### config.mk
export PLATFORM = sky130hd
export DESIGN_NAME = multi_queue_process_link_manager_top_flat
export DESIGN_NICKNAME = d
export VERILOG_FILES = /design/src/sv/mqpl_pkg.sv /design/src/sv/mqpl_ifs.sv /design/src/sv/multi_queue_process_link_manager_top.sv /design/src/sv/mqpl_ctrl.sv /design/src/sv/mqpl_dp.sv /design/src/flat_wrapper.sv
export SDC_FILE = /design/constraint.sdc
export NUM_CORES = 2
export LEC_CHECK = 0
export BUFFER_PORTS_ARGS = -buffer_cell sky130_fd_sc_hd__buf_2
export CAP_MARGIN = 30
export CORE_ASPECT_RATIO = 1.4
export CORE_MARGIN = 2
export CORE_UTILIZATION = 62
export CTS_BUF_LIST = sky130_fd_sc_hd__clkbuf_4
export CTS_CLUSTER_DIAMETER = 150
export CTS_CLUSTER_SIZE = 8
export DETAILED_ROUTE_END_ITERATION = 10
export GPL_ROUTABILITY_DRIVEN = 0
export PLACE_DENSITY = 0.84
export SLEW_MARGIN = 10
export SYNTH_ARGS = -nofsm -noshare
export SYNTH_HDL_FRONTEND = slang
export SYNTH_SLANG_ARGS = --single-unit
### constraint.sdc
create_clock -name clk_i -period 14.8 [get_ports clk_i]
set_input_delay 2.22 -clock clk_i [delete_from_list [all_inputs] [get_ports clk_i]]
set_output_delay 2.22 -clock clk_i [all_outputs]
set_load 0.005 [all_outputs]
### src/sv/mqpl_pkg.sv
// Shared opcodes, status codes and the command/status bundles between the
// controller and the datapath of the process link manager. No dependencies.
`timescale 1ns / 1ps

package mqpl_pkg;

  localparam logic [2:0] OP_ALLOC     = 3'd0;
  localparam logic [2:0] OP_FREE      = 3'd1;
  localparam logic [2:0] OP_INSERT    = 3'd2;
  localparam logic [2:0] OP_REM_HEAD  = 3'd3;
  localparam logic [2:0] OP_REM_NAMED = 3'd4;
  localparam logic [2:0] OP_PEEK      = 3'd5;

  localparam logic [1:0] ST_OK    = 2'd0;
  localparam logic [1:0] ST_EMPTY = 2'd1;
  localparam logic [1:0] ST_FULL  = 2'd2;

  // controller -> datapath
  typedef struct packed {
    logic cap;        // capture request fields
    logic alloc_rd;   // read free chain at free top
    logic alloc_pop;  // pop free stack
    logic free_do;    // push entry on free stack
    logic ins_claim;  // mark lowest free slot in use
    logic ins_first;  // insert into empty queue
    logic tail_rd;    // read tail table
    logic tl_load;    // latch tail, read its next link
    logic ins_mid;    // new link -> old head
    logic ins_end;    // old tail -> new link, new tail
    logic peek_done;
    logic head_sel;   // target = head, pred = tail
    logic walk_init;  // cur = head, prev = tail
    logic walk_rd;    // read next of cur
    logic walk_adv;   // prev = cur, cur = next
    logic tgt_sel;    // target = cur, pred = prev
    logic unlink;
    logic fail_empty;
    logic fail_full;
    logic out_load;
  } mqpl_cmd_t;

  // datapath -> controller
  typedef struct packed {
    logic [2:0] op;
    logic       p_ok;
    logic       q_ok;
    logic       tail_vld;
    logic       ft_ok;
    logic       joined;
    logic       slot_free;
    logic       tl_is_p;
    logic       cur_is_tl;
    logic       cur_is_p;
    logic       out_busy;
  } mqpl_stat_t;

endpackage

### src/sv/mqpl_ifs.sv
// Request and response channel interfaces of the process link manager.
// Valid/ready handshake; no dependencies.
`timescale 1ns / 1ps

interface mqpl_req_if;
  logic       valid;
  logic       ready;
  logic [2:0] opcode;
  logic [5:0] queue_number;
  logic [4:0] process_number;

  modport source (output valid, opcode, queue_number, process_number, input ready);
  modport sink (input valid, opcode, queue_number, process_number, output ready);
endinterface

interface mqpl_rsp_if;
  logic       valid;
  logic       ready;
  logic [4:0] process_out;
  logic [1:0] status;

  modport source (output valid, process_out, status, input ready);
  modport sink (input valid, process_out, status, output ready);
endinterface

### src/sv/multi_queue_process_link_manager_top.sv
// Process link manager: a table of process entries kept on a free stack and
// on up to LINKS_PER_PROC circular queues each, one result per request. One
// request is worked at a time, and no new request is accepted until the
// result register has loaded, which waits while the previous result is still
// held. Remove by name walks the queue from the head, each step of the walk
// being one registered read of the link memory. The link, tail and free
// chain memories are not cleared at reset; the in-use, tail-valid and
// chain-written bits, the free top and the result valid are.
// Depends on mqpl_pkg, mqpl_ifs, mqpl_ctrl and mqpl_dp.
`timescale 1ns / 1ps

module multi_queue_process_link_manager_top #(
  parameter int NUM_PROCS      = 32,
  parameter int LINKS_PER_PROC = 4,
  parameter int NUM_QUEUES     = 64
) (
  input logic        clk_i,
  input logic        rst_ni,
  mqpl_req_if.sink   req_i,
  mqpl_rsp_if.source rsp_o
);
  import mqpl_pkg::*;

  mqpl_cmd_t  cmd;
  mqpl_stat_t stat;

  mqpl_ctrl u_ctrl (
    .clk_i      (clk_i),
    .rst_ni     (rst_ni),
    .in_valid_i (req_i.valid),
    .in_ready_o (req_i.ready),
    .stat_i     (stat),
    .cmd_o      (cmd)
  );

  mqpl_dp #(
    .NUM_PROCS      (NUM_PROCS),
    .LINKS_PER_PROC (LINKS_PER_PROC),
    .NUM_QUEUES     (NUM_QUEUES)
  ) u_dp (
    .clk_i            (clk_i),
    .rst_ni           (rst_ni),
    .opcode_i         (req_i.opcode),
    .queue_number_i   (req_i.queue_number),
    .process_number_i (req_i.process_number),
    .cmd_i            (cmd),
    .stat_o           (stat),
    .out_valid_o      (rsp_o.valid),
    .out_ready_i      (rsp_o.ready),
    .process_out_o    (rsp_o.process_out),
    .status_o         (rsp_o.status)
  );

endmodule

### src/sv/mqpl_ctrl.sv
// Sequencing state machine of the process link manager.
// Depends on mqpl_pkg; drives the datapath through mqpl_cmd_t.
`timescale 1ns / 1ps

module mqpl_ctrl (
  input  logic                clk_i,
  input  logic                rst_ni,
  input  logic                in_valid_i,
  output logic                in_ready_o,
  input  mqpl_pkg::mqpl_stat_t stat_i,
  output mqpl_pkg::mqpl_cmd_t  cmd_o
);
  import mqpl_pkg::*;

  localparam logic [3:0] S_IDLE   = 4'd0;
  localparam logic [3:0] S_DISP   = 4'd1;
  localparam logic [3:0] S_ALLOC2 = 4'd2;
  localparam logic [3:0] S_TAIL   = 4'd3;
  localparam logic [3:0] S_HEAD   = 4'd4;
  localparam logic [3:0] S_INS2   = 4'd5;
  localparam logic [3:0] S_WCHK   = 4'd6;
  localparam logic [3:0] S_WSTEP  = 4'd7;
  localparam logic [3:0] S_UNLINK = 4'd8;
  localparam logic [3:0] S_DONE   = 4'd9;

  logic [3:0] state_q, state_d;
  logic       mode_q, mode_d;  // set: target is the tail, walk looks for its predecessor

  always_ff @(posedge clk_i or negedge rst_ni) begin
    if (!rst_ni) begin
      state_q <= S_IDLE;
      mode_q  <= 1'b0;
    end else begin
      state_q <= state_d;
      mode_q  <= mode_d;
    end
  end

  assign in_ready_o = (state_q == S_IDLE);

  always_comb begin
    cmd_o   = '0;
    state_d = state_q;
    mode_d  = mode_q;
    unique case (state_q)
      S_IDLE: begin
        if (in_valid_i) begin
          cmd_o.cap = 1'b1;
          state_d   = S_DISP;
        end
      end
      S_DISP: begin
        state_d = S_DONE;
        case (stat_i.op)
          OP_ALLOC: begin
            if (stat_i.ft_ok) begin
              cmd_o.alloc_rd = 1'b1;
              state_d        = S_ALLOC2;
            end else begin
              cmd_o.fail_empty = 1'b1;
            end
          end
          OP_FREE: begin
            if (!stat_i.p_ok)       cmd_o.fail_empty = 1'b1;
            else if (stat_i.joined) cmd_o.fail_full  = 1'b1;
            else                    cmd_o.free_do    = 1'b1;
          end
          OP_INSERT: begin
            if (!(stat_i.p_ok && stat_i.q_ok)) begin
              cmd_o.fail_empty = 1'b1;
            end else if (!stat_i.slot_free) begin
              cmd_o.fail_full = 1'b1;
            end else if (stat_i.tail_vld) begin
              cmd_o.ins_claim = 1'b1;
              cmd_o.tail_rd   = 1'b1;
              state_d         = S_TAIL;
            end else begin
              cmd_o.ins_claim = 1'b1;
              cmd_o.ins_first = 1'b1;
            end
          end
          OP_REM_HEAD, OP_PEEK: begin
            if (stat_i.q_ok && stat_i.tail_vld) begin
              cmd_o.tail_rd = 1'b1;
              state_d       = S_TAIL;
            end else begin
              cmd_o.fail_empty = 1'b1;
            end
          end
          OP_REM_NAMED: begin
            if (stat_i.p_ok && stat_i.q_ok && stat_i.tail_vld) begin
              cmd_o.tail_rd = 1'b1;
              state_d       = S_TAIL;
            end else begin
              cmd_o.fail_empty = 1'b1;
            end
          end
          default: cmd_o.fail_empty = 1'b1;
        endcase
      end
      S_ALLOC2: begin
        cmd_o.alloc_pop = 1'b1;
        state_d         = S_DONE;
      end
      S_TAIL: begin
        cmd_o.tl_load = 1'b1;
        state_d       = S_HEAD;
      end
      S_HEAD: begin
        state_d = S_DONE;
        case (stat_i.op)
          OP_INSERT: begin
            cmd_o.ins_mid = 1'b1;
            state_d       = S_INS2;
          end
          OP_PEEK: cmd_o.peek_done = 1'b1;
          OP_REM_HEAD: begin
            cmd_o.head_sel = 1'b1;
            state_d        = S_UNLINK;
          end
          OP_REM_NAMED: begin
            cmd_o.walk_init = 1'b1;
            mode_d          = stat_i.tl_is_p;
            state_d         = S_WCHK;
          end
          default: cmd_o.fail_empty = 1'b1;
        endcase
      end
      S_INS2: begin
        cmd_o.ins_end = 1'b1;
        state_d       = S_DONE;
      end
      S_WCHK: begin
        if (mode_q) begin
          if (stat_i.cur_is_tl) begin
            cmd_o.tgt_sel = 1'b1;
            state_d       = S_UNLINK;
          end else begin
            cmd_o.walk_rd = 1'b1;
            state_d       = S_WSTEP;
          end
        end else if (stat_i.cur_is_tl) begin
          // back at the tail: name not on this queue
          cmd_o.fail_empty = 1'b1;
          state_d          = S_DONE;
        end else if (stat_i.cur_is_p) begin
          cmd_o.tgt_sel = 1'b1;
          state_d       = S_UNLINK;
        end else begin
          cmd_o.walk_rd = 1'b1;
          state_d       = S_WSTEP;
        end
      end
      S_WSTEP: begin
        cmd_o.walk_adv = 1'b1;
        state_d        = S_WCHK;
      end
      S_UNLINK: begin
        cmd_o.unlink = 1'b1;
        state_d      = S_DONE;
      end
      S_DONE: begin
        if (!stat_i.out_busy) begin
          cmd_o.out_load = 1'b1;
          state_d        = S_IDLE;
        end
      end
      default: state_d = S_IDLE;
    endcase
  end

endmodule

### src/sv/mqpl_dp.sv
// Datapath of the process link manager: link, tail and free chain memories,
// in-use and tail-valid bits, walk registers and the result register.
// Depends on mqpl_pkg; commanded by mqpl_ctrl.
`timescale 1ns / 1ps

module mqpl_dp #(
  parameter int NUM_PROCS      = 32,
  parameter int LINKS_PER_PROC = 4,
  parameter int NUM_QUEUES     = 64
) (
  input  logic                 clk_i,
  input  logic                 rst_ni,
  input  logic [2:0]           opcode_i,
  input  logic [5:0]           queue_number_i,
  input  logic [4:0]           process_number_i,
  input  mqpl_pkg::mqpl_cmd_t  cmd_i,
  output mqpl_pkg::mqpl_stat_t stat_o,
  output logic                 out_valid_o,
  input  logic                 out_ready_i,
  output logic [4:0]           process_out_o,
  output logic [1:0]           status_o
);
  import mqpl_pkg::*;

  localparam int NL  = NUM_PROCS * LINKS_PER_PROC;
  localparam int PW  = $clog2(NUM_PROCS);
  localparam int SW  = (LINKS_PER_PROC > 1) ? $clog2(LINKS_PER_PROC) : 1;
  localparam int LW  = $clog2(NL);
  localparam int QW  = (NUM_QUEUES > 1) ? $clog2(NUM_QUEUES) : 1;
  localparam int FW  = $clog2(NUM_PROCS + 1);
  localparam int LKW = PW + SW;

  function automatic logic [LW-1:0] la(logic [PW-1:0] p, logic [SW-1:0] s);
    return LW'(32'(p) * LINKS_PER_PROC + 32'(s));
  endfunction

  // storage
  logic [LKW-1:0] link_mem [NL];
  logic [LKW-1:0] tail_mem [NUM_QUEUES];
  logic [FW-1:0]  fc_mem   [NUM_PROCS];
  logic [NL-1:0]         in_use_q;
  logic [NUM_QUEUES-1:0] tail_vld_q;
  logic [NUM_PROCS-1:0]  fc_wr_q;
  logic [FW-1:0]         ft_q;
  logic                  out_valid_q;

  // request and walk registers
  logic [2:0]     op_q;
  logic [QW-1:0]  q_q;
  logic [PW-1:0]  p_q;
  logic           p_ok_q, q_ok_q;
  logic [SW-1:0]  ins_s_q;
  logic [LKW-1:0] rdn_q, tail_rd_q, tl_q, cur_q, prev_q, tgt_q, pred_q;
  logic [FW-1:0]  fc_rd_q;
  logic [4:0]     res_p_q, out_p_q;
  logic [1:0]     res_st_q, out_st_q;

  // lowest free slot of the captured entry
  logic [SW-1:0] slot_c;
  logic          slot_free, joined;
  always_comb begin
    slot_c    = '0;
    slot_free = 1'b0;
    joined    = 1'b0;
    for (int s = LINKS_PER_PROC - 1; s >= 0; s--) begin
      if (!in_use_q[la(p_q, SW'(s))]) begin
        slot_free = 1'b1;
        slot_c    = SW'(s);
      end else begin
        joined = 1'b1;
      end
    end
  end

  logic [PW-1:0] tl_p, cur_p, tgt_p;
  logic [PW-1:0] ft_idx;
  logic          pred_is_tgt;
  assign tl_p        = tl_q[LKW-1:SW];
  assign cur_p       = cur_q[LKW-1:SW];
  assign tgt_p       = tgt_q[LKW-1:SW];
  assign ft_idx      = ft_q[PW-1:0];
  assign pred_is_tgt = (pred_q == tgt_q);

  assign stat_o.op        = op_q;
  assign stat_o.p_ok      = p_ok_q;
  assign stat_o.q_ok      = q_ok_q;
  assign stat_o.tail_vld  = tail_vld_q[q_q];
  assign stat_o.ft_ok     = (32'(ft_q) < NUM_PROCS);
  assign stat_o.joined    = joined;
  assign stat_o.slot_free = slot_free;
  assign stat_o.tl_is_p   = (tl_p == p_q);
  assign stat_o.cur_is_tl = (cur_q == tl_q);
  assign stat_o.cur_is_p  = (cur_p == p_q);
  assign stat_o.out_busy  = out_valid_q && !out_ready_i;

  // link memory ports
  logic           lk_we, lk_re;
  logic [LW-1:0]  lk_wa, lk_ra;
  logic [LKW-1:0] lk_wd, lk_ra_w;
  logic           tm_we;
  logic [LKW-1:0] tm_wd;

  always_comb begin
    lk_we = 1'b0;
    lk_wa = la(p_q, slot_c);
    lk_wd = {p_q, slot_c};
    tm_we = 1'b0;
    tm_wd = {p_q, slot_c};
    if (cmd_i.ins_first) begin
      lk_we = 1'b1;
      tm_we = 1'b1;
    end else if (cmd_i.ins_mid) begin
      lk_we = 1'b1;
      lk_wa = la(p_q, ins_s_q);
      lk_wd = rdn_q;
    end else if (cmd_i.ins_end) begin
      lk_we = 1'b1;
      lk_wa = la(tl_p, tl_q[SW-1:0]);
      lk_wd = {p_q, ins_s_q};
      tm_we = 1'b1;
      tm_wd = {p_q, ins_s_q};
    end else if (cmd_i.unlink && !pred_is_tgt) begin
      lk_we = 1'b1;
      lk_wa = la(pred_q[LKW-1:SW], pred_q[SW-1:0]);
      lk_wd = rdn_q;
      tm_we = (tgt_q == tl_q);
      tm_wd = pred_q;
    end
  end

  always_comb begin
    lk_re   = cmd_i.tl_load || cmd_i.head_sel || cmd_i.walk_rd || cmd_i.tgt_sel;
    lk_ra_w = cur_q;
    if (cmd_i.tl_load)       lk_ra_w = tail_rd_q;
    else if (cmd_i.head_sel) lk_ra_w = rdn_q;
    lk_ra = la(lk_ra_w[LKW-1:SW], lk_ra_w[SW-1:0]);
  end

  always_ff @(posedge clk_i) begin
    if (lk_we) link_mem[lk_wa] <= lk_wd;
    if (lk_re) rdn_q <= link_mem[lk_ra];
  end

  always_ff @(posedge clk_i) begin
    if (tm_we) tail_mem[q_q] <= tm_wd;
    if (cmd_i.tail_rd) tail_rd_q <= tail_mem[q_q];
  end

  always_ff @(posedge clk_i) begin
    if (cmd_i.free_do) fc_mem[p_q] <= ft_q;
    if (cmd_i.alloc_rd) fc_rd_q <= fc_mem[ft_idx];
  end

  // control state
  always_ff @(posedge clk_i or negedge rst_ni) begin
    if (!rst_ni) begin
      in_use_q    <= '0;
      tail_vld_q  <= '0;
      fc_wr_q     <= '0;
      ft_q        <= '0;
      out_valid_q <= 1'b0;
    end else begin
      if (cmd_i.ins_claim) in_use_q[la(p_q, slot_c)] <= 1'b1;
      if (cmd_i.unlink) in_use_q[la(tgt_p, tgt_q[SW-1:0])] <= 1'b0;
      if (cmd_i.ins_first || cmd_i.ins_end) tail_vld_q[q_q] <= 1'b1;
      if (cmd_i.unlink && pred_is_tgt) tail_vld_q[q_q] <= 1'b0;
      if (cmd_i.free_do) begin
        fc_wr_q[p_q] <= 1'b1;
        ft_q         <= FW'(p_q);
      end
      // a chain entry never written counts as a link to i + 1
      if (cmd_i.alloc_pop) ft_q <= fc_wr_q[ft_idx] ? fc_rd_q : ft_q + FW'(1);
      if (cmd_i.out_load) out_valid_q <= 1'b1;
      else if (out_ready_i) out_valid_q <= 1'b0;
    end
  end

  // payload registers
  always_ff @(posedge clk_i) begin
    if (cmd_i.cap) begin
      op_q   <= opcode_i;
      q_q    <= QW'(32'(queue_number_i));
      p_q    <= PW'(32'(process_number_i));
      p_ok_q <= (32'(process_number_i) < NUM_PROCS);
      q_ok_q <= (32'(queue_number_i) < NUM_QUEUES);
    end
    if (cmd_i.ins_claim) ins_s_q <= slot_c;
    if (cmd_i.tl_load) tl_q <= tail_rd_q;
    if (cmd_i.head_sel) begin
      tgt_q  <= rdn_q;
      pred_q <= tl_q;
    end
    if (cmd_i.walk_init) begin
      cur_q  <= rdn_q;
      prev_q <= tl_q;
    end
    if (cmd_i.walk_adv) begin
      cur_q  <= rdn_q;
      prev_q <= cur_q;
    end
    if (cmd_i.tgt_sel) begin
      tgt_q  <= cur_q;
      pred_q <= prev_q;
    end

    if (cmd_i.fail_empty) begin
      res_p_q  <= '0;
      res_st_q <= ST_EMPTY;
    end else if (cmd_i.fail_full) begin
      res_p_q  <= '0;
      res_st_q <= ST_FULL;
    end else if (cmd_i.alloc_pop) begin
      res_p_q  <= 5'(ft_idx);
      res_st_q <= ST_OK;
    end else if (cmd_i.free_do || cmd_i.ins_first || cmd_i.ins_end) begin
      res_p_q  <= '0;
      res_st_q <= ST_OK;
    end else if (cmd_i.peek_done) begin
      res_p_q  <= 5'(rdn_q[LKW-1:SW]);
      res_st_q <= ST_OK;
    end else if (cmd_i.unlink) begin
      res_p_q  <= 5'(tgt_p);
      res_st_q <= ST_OK;
    end

    if (cmd_i.out_load) begin
      out_p_q  <= res_p_q;
      out_st_q <= res_st_q;
    end
  end

  assign out_valid_o   = out_valid_q;
  assign process_out_o = out_p_q;
  assign status_o      = out_st_q;

endmodule

### src/flat_wrapper.sv
// flat-port wrapper written by rule: the top's interface ports become plain ports
module multi_queue_process_link_manager_top_flat import mqpl_pkg::*;
#(
  parameter int NUM_PROCS      = 32,
  parameter int LINKS_PER_PROC = 4,
  parameter int NUM_QUEUES     = 64
)
  (clk_i, rst_ni, req_i_valid, req_i_opcode, req_i_queue_number, req_i_process_number, req_i_ready, rsp_o_valid, rsp_o_process_out, rsp_o_status, rsp_o_ready);
  mqpl_req_if req_i_i ();
  mqpl_rsp_if rsp_o_i ();
  input logic clk_i;
  input logic rst_ni;
  input wire logic [$bits(req_i_i.valid)-1:0] req_i_valid;
  input wire logic [$bits(req_i_i.opcode)-1:0] req_i_opcode;
  input wire logic [$bits(req_i_i.queue_number)-1:0] req_i_queue_number;
  input wire logic [$bits(req_i_i.process_number)-1:0] req_i_process_number;
  output wire logic [$bits(req_i_i.ready)-1:0] req_i_ready;
  output wire logic [$bits(rsp_o_i.valid)-1:0] rsp_o_valid;
  output wire logic [$bits(rsp_o_i.process_out)-1:0] rsp_o_process_out;
  output wire logic [$bits(rsp_o_i.status)-1:0] rsp_o_status;
  input wire logic [$bits(rsp_o_i.ready)-1:0] rsp_o_ready;
  assign req_i_i.valid = req_i_valid;
  assign req_i_i.opcode = req_i_opcode;
  assign req_i_i.queue_number = req_i_queue_number;
  assign req_i_i.process_number = req_i_process_number;
  assign req_i_ready = req_i_i.ready;
  assign rsp_o_valid = rsp_o_i.valid;
  assign rsp_o_process_out = rsp_o_i.process_out;
  assign rsp_o_status = rsp_o_i.status;
  assign rsp_o_i.ready = rsp_o_ready;
  multi_queue_process_link_manager_top #(.NUM_PROCS(NUM_PROCS), .LINKS_PER_PROC(LINKS_PER_PROC), .NUM_QUEUES(NUM_QUEUES)) u_core (.clk_i(clk_i), .rst_ni(rst_ni), .req_i(req_i_i), .rsp_o(rsp_o_i));
endmodule
# [After elaboration in Yosys (flattened, before gate mapping)]
# Memory sizes are Yosys's and may differ from the RTL's. A register that Yosys moved wholly into a read port is not among the register bits.
# Cells that the tools add are included.
[totals] ff_bits=301 mem_bits_rw=1536 inputBits=18 out_inout_bits=9 word_cells=248 mem_count=3
[classes] n_addsub=10 order_cmp=14 eq_ne=21 muxes=143 bitwise=7 reduce_logical=30
[mem_list] memory="u_core.u_dp.link_mem" words=128 word_bits=7 read_ports=1 rd_ports_with_merged_regs=1 wr=1 line="mqpl_dp.sv:38" text="logic [LKW-1:0] link_mem [NL];"
[mem_list] memory="u_core.u_dp.tail_mem" words=64 word_bits=7 read_ports=1 rd_ports_with_merged_regs=1 wr=1 line="mqpl_dp.sv:39" text="logic [LKW-1:0] tail_mem [NUM_QUEUES];"
[mem_list] memory="u_core.u_dp.fc_mem" words=32 word_bits=6 read_ports=1 rd_ports_with_merged_regs=1 wr=1 line="mqpl_dp.sv:40" text="logic [FW-1:0] fc_mem [NUM_PROCS];"
[op_table] cell="128-bit two-way mux" count=2
[op_table] cell="7-bit two-way mux" count=22
[op_table] cell="128-bit AND" count=1
[op_table] cell="64-bit two-way mux" count=2
[op_table] cell="128-bit inverter" count=1
[op_table] cell="128-bit bitwise OR" count=1
[op_table] cell="1-bit two-way mux" count=71
[op_table] cell="64-bit AND" count=1
[op_table] cell="64-bit inverter" count=1
[op_table] cell="64-bit bitwise OR" count=1
[op_table] cell="7-bit by 8-bit < comparator with 1-bit output (second input constant)" count=6
[op_table] cell="7-bit by 2-bit adder with 7-bit output" count=6
[op_table] cell="4-bit two-way mux" count=10
[op_table] cell="32-bit bitwise OR" count=1
[op_table] cell="4-bit case mux with 8 select lines" count=1
[op_table] cell="4-bit case mux with 3 select lines" count=2
[op_table] cell="1-bit binary-select mux with 7-bit select" count=3
[op_table] cell="7-bit == test" count=3
[op_table] cell="2-bit two-way mux" count=10
[op_table] cell="5-bit two-way mux" count=4
[op_table] cell="6-bit two-way mux" count=3
[op_table] cell="4-bit by 3-bit == test with 1-bit output (second input constant)" count=4
[op_table] cell="7-bit by 2-bit adder with 7-bit output (second input constant)" count=2
[op_table] cell="1-bit demux with 7-bit select" count=2
[op_table] cell="other kinds (35)" count=65

# [Depth between registers and ports, before layout]
[depth] word_depth=16 depth_mapped=14 depth_no_buf=9

# [Hierarchy]
# From an unflattened synthesis, not the netlist that was laid out.
[hier_totals] hier_cells=5169 hier_area_um2=75539.9
[modules_own_cells] mod="mqpl_dp" instances=1 cells_per_inst=5068 area_each_um2=74816.8 seq_area_each_um2=54387.2
[modules_own_cells] mod="mqpl_ctrl" instances=1 cells_per_inst=101 area_each_um2=723.2 seq_area_each_um2=125.1

# [Worst setup path after synthesis]
# Ideal clock, no wire load.
[synth_timing] kind="flip-flop to flip-flop" from="register u_core.u_dp.p_q[3]" to="memory u_core.u_dp.link_mem[0][1] (netlist bit) (data pin)" setup_time_ns=1.795 t_arrival_ns=10.158 required_ns=13.005 slack_ns=2.847 path_stages_with_launch=9 n_path_buf=2 period_less_slack_ns=11.953 path_cell_list="edfxtp_1 buf_6 and4bb_4 buf_2 a22oi_1 nand4_1 nor4_4 o21ai_2 o311ai_0"
[synth_between] elab_chain_cells=11 word_cells_on_any_way=26 cone_classes="add/sub: 3; mux: 23"
[synth_lines] item="start: declaration" line="mqpl_dp.sv:50" text="logic [PW-1:0] p_q;"
[synth_lines] item="start signal: assignment" line="mqpl_dp.sv:183" text="p_q <= PW'(32'(process_number_i));"
[synth_lines] item="7-bit by 2-bit adder with 7-bit output" line="mqpl_dp.sv:34" text="return LW'(32'(p) * LINKS_PER_PROC + 32'(s));"
[synth_lines] item="1-bit binary-select mux with 7-bit select" line="mqpl_dp.sv:66" text="if (!in_use_q[la(p_q, SW'(s))]) begin"
[synth_lines] item="1-bit two-way mux (not written as such)" line="mqpl_dp.sv:66"
[synth_lines] item="2-bit two-way mux or 1-bit two-way mux (tied branches) (4 in series)" line="mqpl_dp.sv:66"
[synth_lines] item="7-bit two-way mux or 3-bit two-way mux (tied branches)" line="mqpl_dp.sv:122, mqpl_ctrl.sv:71"
[synth_lines] item="7-bit two-way mux or 2-bit two-way mux (tied branches)" line="mqpl_dp.sv:116, mqpl_ctrl.sv:54"
[synth_lines] item="7-bit two-way mux or 4-bit two-way mux (tied branches)" line="mqpl_dp.sv:112, mqpl_ctrl.sv:45"
[synth_lines] item="7-bit two-way mux (*)" line="mqpl_dp.sv:109" text="if (cmd_i.ins_first) begin"
[synth_lines] item="net u_core.u_dp.lk_wd[1]" line="mqpl_dp.sv:99" text="logic [LKW-1:0] lk_wd, lk_ra_w;"
[synth_lines] item="end: declaration" line="mqpl_dp.sv:38"
# Mark *: on every way through the listed nets, which the timed path passes. The rest lies on a longest branch. The select of a mux whose other input is x is not followed.

# [Worst setup path after layout]
[layout_timing] from="register u_core.u_ctrl.state_q[3]" to="register u_core.u_dp.rdn_q[6] (read register of u_core.u_dp.link_mem) (data pin)"
[layout_between] elab_chain_cells=5 word_cells_on_any_way=13 cone_classes="add/sub: 1; eq/ne: 3; mux: 6; reduce/logical: 3"
[layout_lines] item="start: declaration" line="mqpl_ctrl.sv:26" text="logic [3:0] state_q, state_d;"
[layout_lines] item="start signal: assignment" line="mqpl_ctrl.sv:34" text="state_q <= state_d;"
[layout_lines] item="4-bit by 3-bit == test with 1-bit output or 4-bit by 2-bit == test with 1-bit output (tied branches)" line="mqpl_ctrl.sv:45" text="unique case (state_q)"
[layout_lines] item="3-bit two-way mux or 1-bit two-way mux (tied branches)" line="mqpl_ctrl.sv:45"
[layout_lines] item="7-bit two-way mux or 1-bit logical OR (tied branches)" line="mqpl_dp.sv:135, mqpl_dp.sv:132"
[layout_lines] item="7-bit two-way mux or 1-bit logical OR (tied branches)" line="mqpl_dp.sv:134, mqpl_dp.sv:132"
[layout_lines] item="7-bit by 2-bit adder with 7-bit output or 1-bit logical OR (tied branches)" line="mqpl_dp.sv:34, mqpl_dp.sv:132"
[layout_lines] item="end: declaration" line="mqpl_dp.sv:53" text="logic [LKW-1:0] rdn_q, tail_rd_q, tl_q, cur_q, prev_q, tgt_q, pred_q;"
# Several ways; a longest one is shown, not always the timed one.
# A chain may end at the register's enable or synchronous reset.

==> key figures <==
Status
  – Status: complete, but fails checks
  – Failing checks: DRC

Yosys
  – Synth Area in Adders: less than 1%
  – Register area share after synthesis: slightly above 70%
  – Syn avg cell area: around 15 sq um
  – Mapped Cells: a little over 5000
  – Seq cells post-synth: 1857
  – Warning count from the yosys run: 0
  – Synth Area in Compound Gates: slightly below 10%
  – Mux cell area share after synthesis: 6.79%
  – Syn nets: roughly 5200
  – Mapped cell area: 0.0757 sq mm
  – XOR/XNOR share of the synthesized area: 0.405%
  – Most used DFF post-synth: edfxtp_1
  – Post-synth cell types: between 90 and 100
  – Synth async-reset ratio: between 10% and 20%
  – Main combinational cell family by area after synthesis: compound AO/OA/AOI/OAI gates
  – EDFF count, synth: 1614
  – Post-synthesis simple-gate area fraction: 8.61%

Finish
  – Finished Core Util: between 60% and 70%
  – Layout Nets: 5348
  – Layout fillers: approximately 7700
  – Final cell count without fillers: 7021
  – Layout area overhead: 7.33%
  – Layout cells sized above 1: about 17%

Critical path
  – R2R Path End: u_core.u_dp.rdn_q[6]
  – Critical Path Start Type: flop
  – Reg-to-reg slack, setup: 8300 ps
  – Reg2reg start: u_core.u_ctrl.state_q[3]
  – Critical Path Fanout Max: 57
  – Critical path endpoint category: flop
  – WS Path Type: flop to flop
  – Path depth of the worst reg2reg path: 12
  – Critical path data arrival time: around 7700 ps
  – Critical Path RT: 15950 ps

CTS
  – Skew-Pair Late Insertion Delay: roughly 1300 ps
  – Clock root cell: clkbuf_4
  – Postcts setup bufs: 0
  – H-tree Lvls: 5
  – Cts hold-fix bufs: 0
  – Clock Sinks: between 1500 and 2000
  – CTS Buf Count: 282
  – CTS resizes: 0
  – Longest Clk Path Bufs: 4
  – CTS tree: done
  – Clock slew at reported path FFs: around 110 ps

STA
  – RSZ-0062 raised after global routing: no
  – Max-slew headroom: 27.6%
  – Worst hold slack: 446 ps
  – Endpoints failing hold: 0
  – Setup violators final: 0
  – Tmin final: between 6000 and 7000 ps
  – Worst Clk Skew: 93.2 ps
  – Setup_tns: 0 ps
  – Peak Freq: 154 MHz
  – Crit share post-route: 43.9%
  – Pin slew with the least headroom to its limit: approximately 1100 ps
  – Final Slew Violations: 0

Drt
  – 1st-iter DRT viols: ~7400
  – Vias: approximately 49000
  – Via density: 7.04
  – Post-DR wirelength/cell: approximately 28 um
  – DRT antenna net count: 0
  – Total Wirelength: ~200000 um
  – Pre-antenna DRT Iters: 10
  – Drt drc: 1

Global route
  – Largest net degree at the start of global routing: between 150 and 200
  – Vias in the first global route: about 48000
  – Grt ovf: 0
  – Initial antenna violation count: 3
  – First-pass GRT wire length: between 200000 and 300000 um
  – Total Routing Usage GR: a little under a third

Power and ir drop
  – Leakage: 27.7 nW
  – Final Power: between 0.01 and 0.015 W
  – PD cells: 147 mW/mm^2
  – Peak VDD IR: between 0.00015 and 0.0002 V

Job
  – Max Cap Viol: 0

Floorplan
  – Die height: ~420 um
  – Initial Util: a little over three fifths
  – # IOs: 27
  – Core Region: around 0.12 sq mm
  – Die ar.: 0.125 sq mm
  – Die Span X: around 300 um
  – Row cnt: 151

Hold path
  – Hold Startpoint: u_core.u_dp.res_st_q[1]
  – Hold Path Stages: 0
  – Worst Hold Path EP: u_core.u_dp.status_o[1]
  – Worst Hold Class: flop to flop

Placed design
  – Hpwl dp: ~120000 um
  – Placed insts: about 6600
  – PortBufs: 26
-- layer usage --
| metal | wire length (um) | vias up | global-route usage [%] |
|---|---|---|---|
| met5 | 18 | - | 0 |
| met4 | 13500 | 2 | 19.8 |
| met3 | 23600 | 819 | 7.25 |
| met2 | 94300 | 4037 | 49.4 |
| met1 | 65700 | 23900 | 38.7 |
| li1 | - | 20700 | - |
-- flip-flops by register name, indices dropped and copies added (netlist names), 6 cells and up --
signal,flops
u_core.u_dp.prev_q,7
u_core.u_dp.tgt_q,7
u_core.u_dp.fc_mem,192
u_core.u_dp.tail_mem,448
u_core.u_dp.in_use_q,128
u_core.u_dp.link_mem,896
u_core.u_dp.fc_wr_q,32
u_core.u_dp.cur_q,7
u_core.u_dp.tail_vld_q,64
u_core.u_dp.ft_q,6
u_core.u_dp.fc_rd_q,6
u_core.u_dp.rdn_q,7
u_core.u_dp.q_q,6
u_core.u_dp.tl_q,7
u_core.u_dp.tail_rd_q,7
u_core.u_dp.pred_q,7
-- cell usage after synthesis, drive strengths merged (14+ instances only) --
cell type  instances  area share (%)
edfxtp          1614              64
or2               35            0.29
a21oi            334             2.2
dfrtp            236             7.8
inv               21            0.10
a22o              41            0.47
mux2              69             1.0
nand3            240             1.6
nand2            517             2.6
xnor2             16            0.19
o21ai             27            0.20
nor2             129            0.65
nor2b             14            0.12
clkbuf           219             1.1
a22oi            192             1.9
mux2i            278             3.7
nand2b            14            0.12
buf              162             1.1
mux4              70             2.1
and2              15            0.12
nor4              85            0.77
a41oi             20            0.23
and4              14            0.16
a31oi            237             2.0
o221ai           112             1.3
xor2              19            0.22
nor3             194             1.4
a221oi            39            0.45
-- cell families (layout without fill, tap and decap cells) --
logic type                 after synthesis  in the layout
buffers and inverters                  403            675
AOI/OAI and AO/OA                     1089           1089
and+or+nand+nor                       1335           1335
xor gates and xnor gates                35             35
other                                    0              6
DFF                                   1857           1857
adders and majority gates                1              1
muxes                                  417            417
-- worst max-delay path: stages, from the launching register on --
cell,delay [ps]
dfrtp_1,660
nand4bb_1,650
inv_1,520
a211o_1,190
and2_4,320
buf_4,810
buf_4,850
buf_4,790
mux2i_1,200
o221ai_1,240
a31oi_1,80
nor4_1,630
and4_1,300
-- final cells by class --
| class | count | area [sq um] | share of cell area, % |
|---|---|---|---|
| flip-flops and latches | 1857 | 54500 | 67.1 |
| multi-input cells | 2877 | 19800 | 24.3 |
| clock buffers | 360 | 2700 | 3.33 |
| repair buffers | 289 | 2080 | 2.56 |
| well taps | 1606 | 2010 | 2.47 |
| inverters | 22 | 82.6 | 0.102 |
| clock inverters | 4 | 72.6 | 0.0893 |
| diodes | 6 | 15.0 | 0.0185 |
-- cell usage in the layout (no fill, tap or decap), drive strengths merged, types with 27 or more instances in the layout --
| master | instances |
|---|---|
| or2 | 35 |
| nand3 | 240 |
| nor2 | 129 |
| a22o | 41 |
| mux2 | 69 |
| a21oi | 334 |
| clkbuf | 379 |
| mux4 | 70 |
| o221ai | 112 |
| a221oi | 39 |
| edfxtp | 1614 |
| nor3 | 194 |
| nand2 | 517 |
| a22oi | 192 |
| nor4 | 85 |
| buf | 270 |
| a31oi | 237 |
| o21ai | 27 |
| dfrtp | 236 |
| mux2i | 278 |
-- where the power goes --
group / total (W) / leakage, nW / internal [W] / switching, W
Sequential: 0.00660 / 17.9 / 0.00645 / 0.000151
Clock: 0.00281 / 1.69 / 0.00114 / 0.00167
Combinational: 0.00251 / 8.13 / 0.000658 / 0.00185
Total: 0.0119 / 27.7 / 0.00825 / 0.00368
-- through the flow --
step | worst slack, ps | cell area [sq um]
final | 8300 | 81200
after global routing | 8110 | 81200
after CTS | 8610 | 80600
after detailed placement | 8620 | 77800
after global placement | 8870 | 77500
after floorplan | 2850 | 75700
-- worst max path at each step --
| stage | startpoint | depth (start not counted) | slack, ps | to |
|---|---|---|---|---|
| CTS | u_core.u_ctrl.state_q[3] | 12 | 8610 | u_core.u_dp.rdn_q[6] |
| global placement | u_core.u_ctrl.state_q[3] | 12 | 8870 | u_core.u_dp.rdn_q[4] |
| global route | u_core.u_ctrl.state_q[3] | 12 | 8110 | u_core.u_dp.rdn_q[6] |
| floorplan | u_core.u_dp.p_q[3] | 8 | 2850 | u_core.u_dp.link_mem[0][1] |
| finish | u_core.u_ctrl.state_q[3] | 12 | 8300 | u_core.u_dp.rdn_q[6] |
| detailed placement | u_core.u_ctrl.state_q[3] | 12 | 8620 | u_core.u_dp.rdn_q[6] |
No activity file was read; power rests on OpenSTA's default activity.
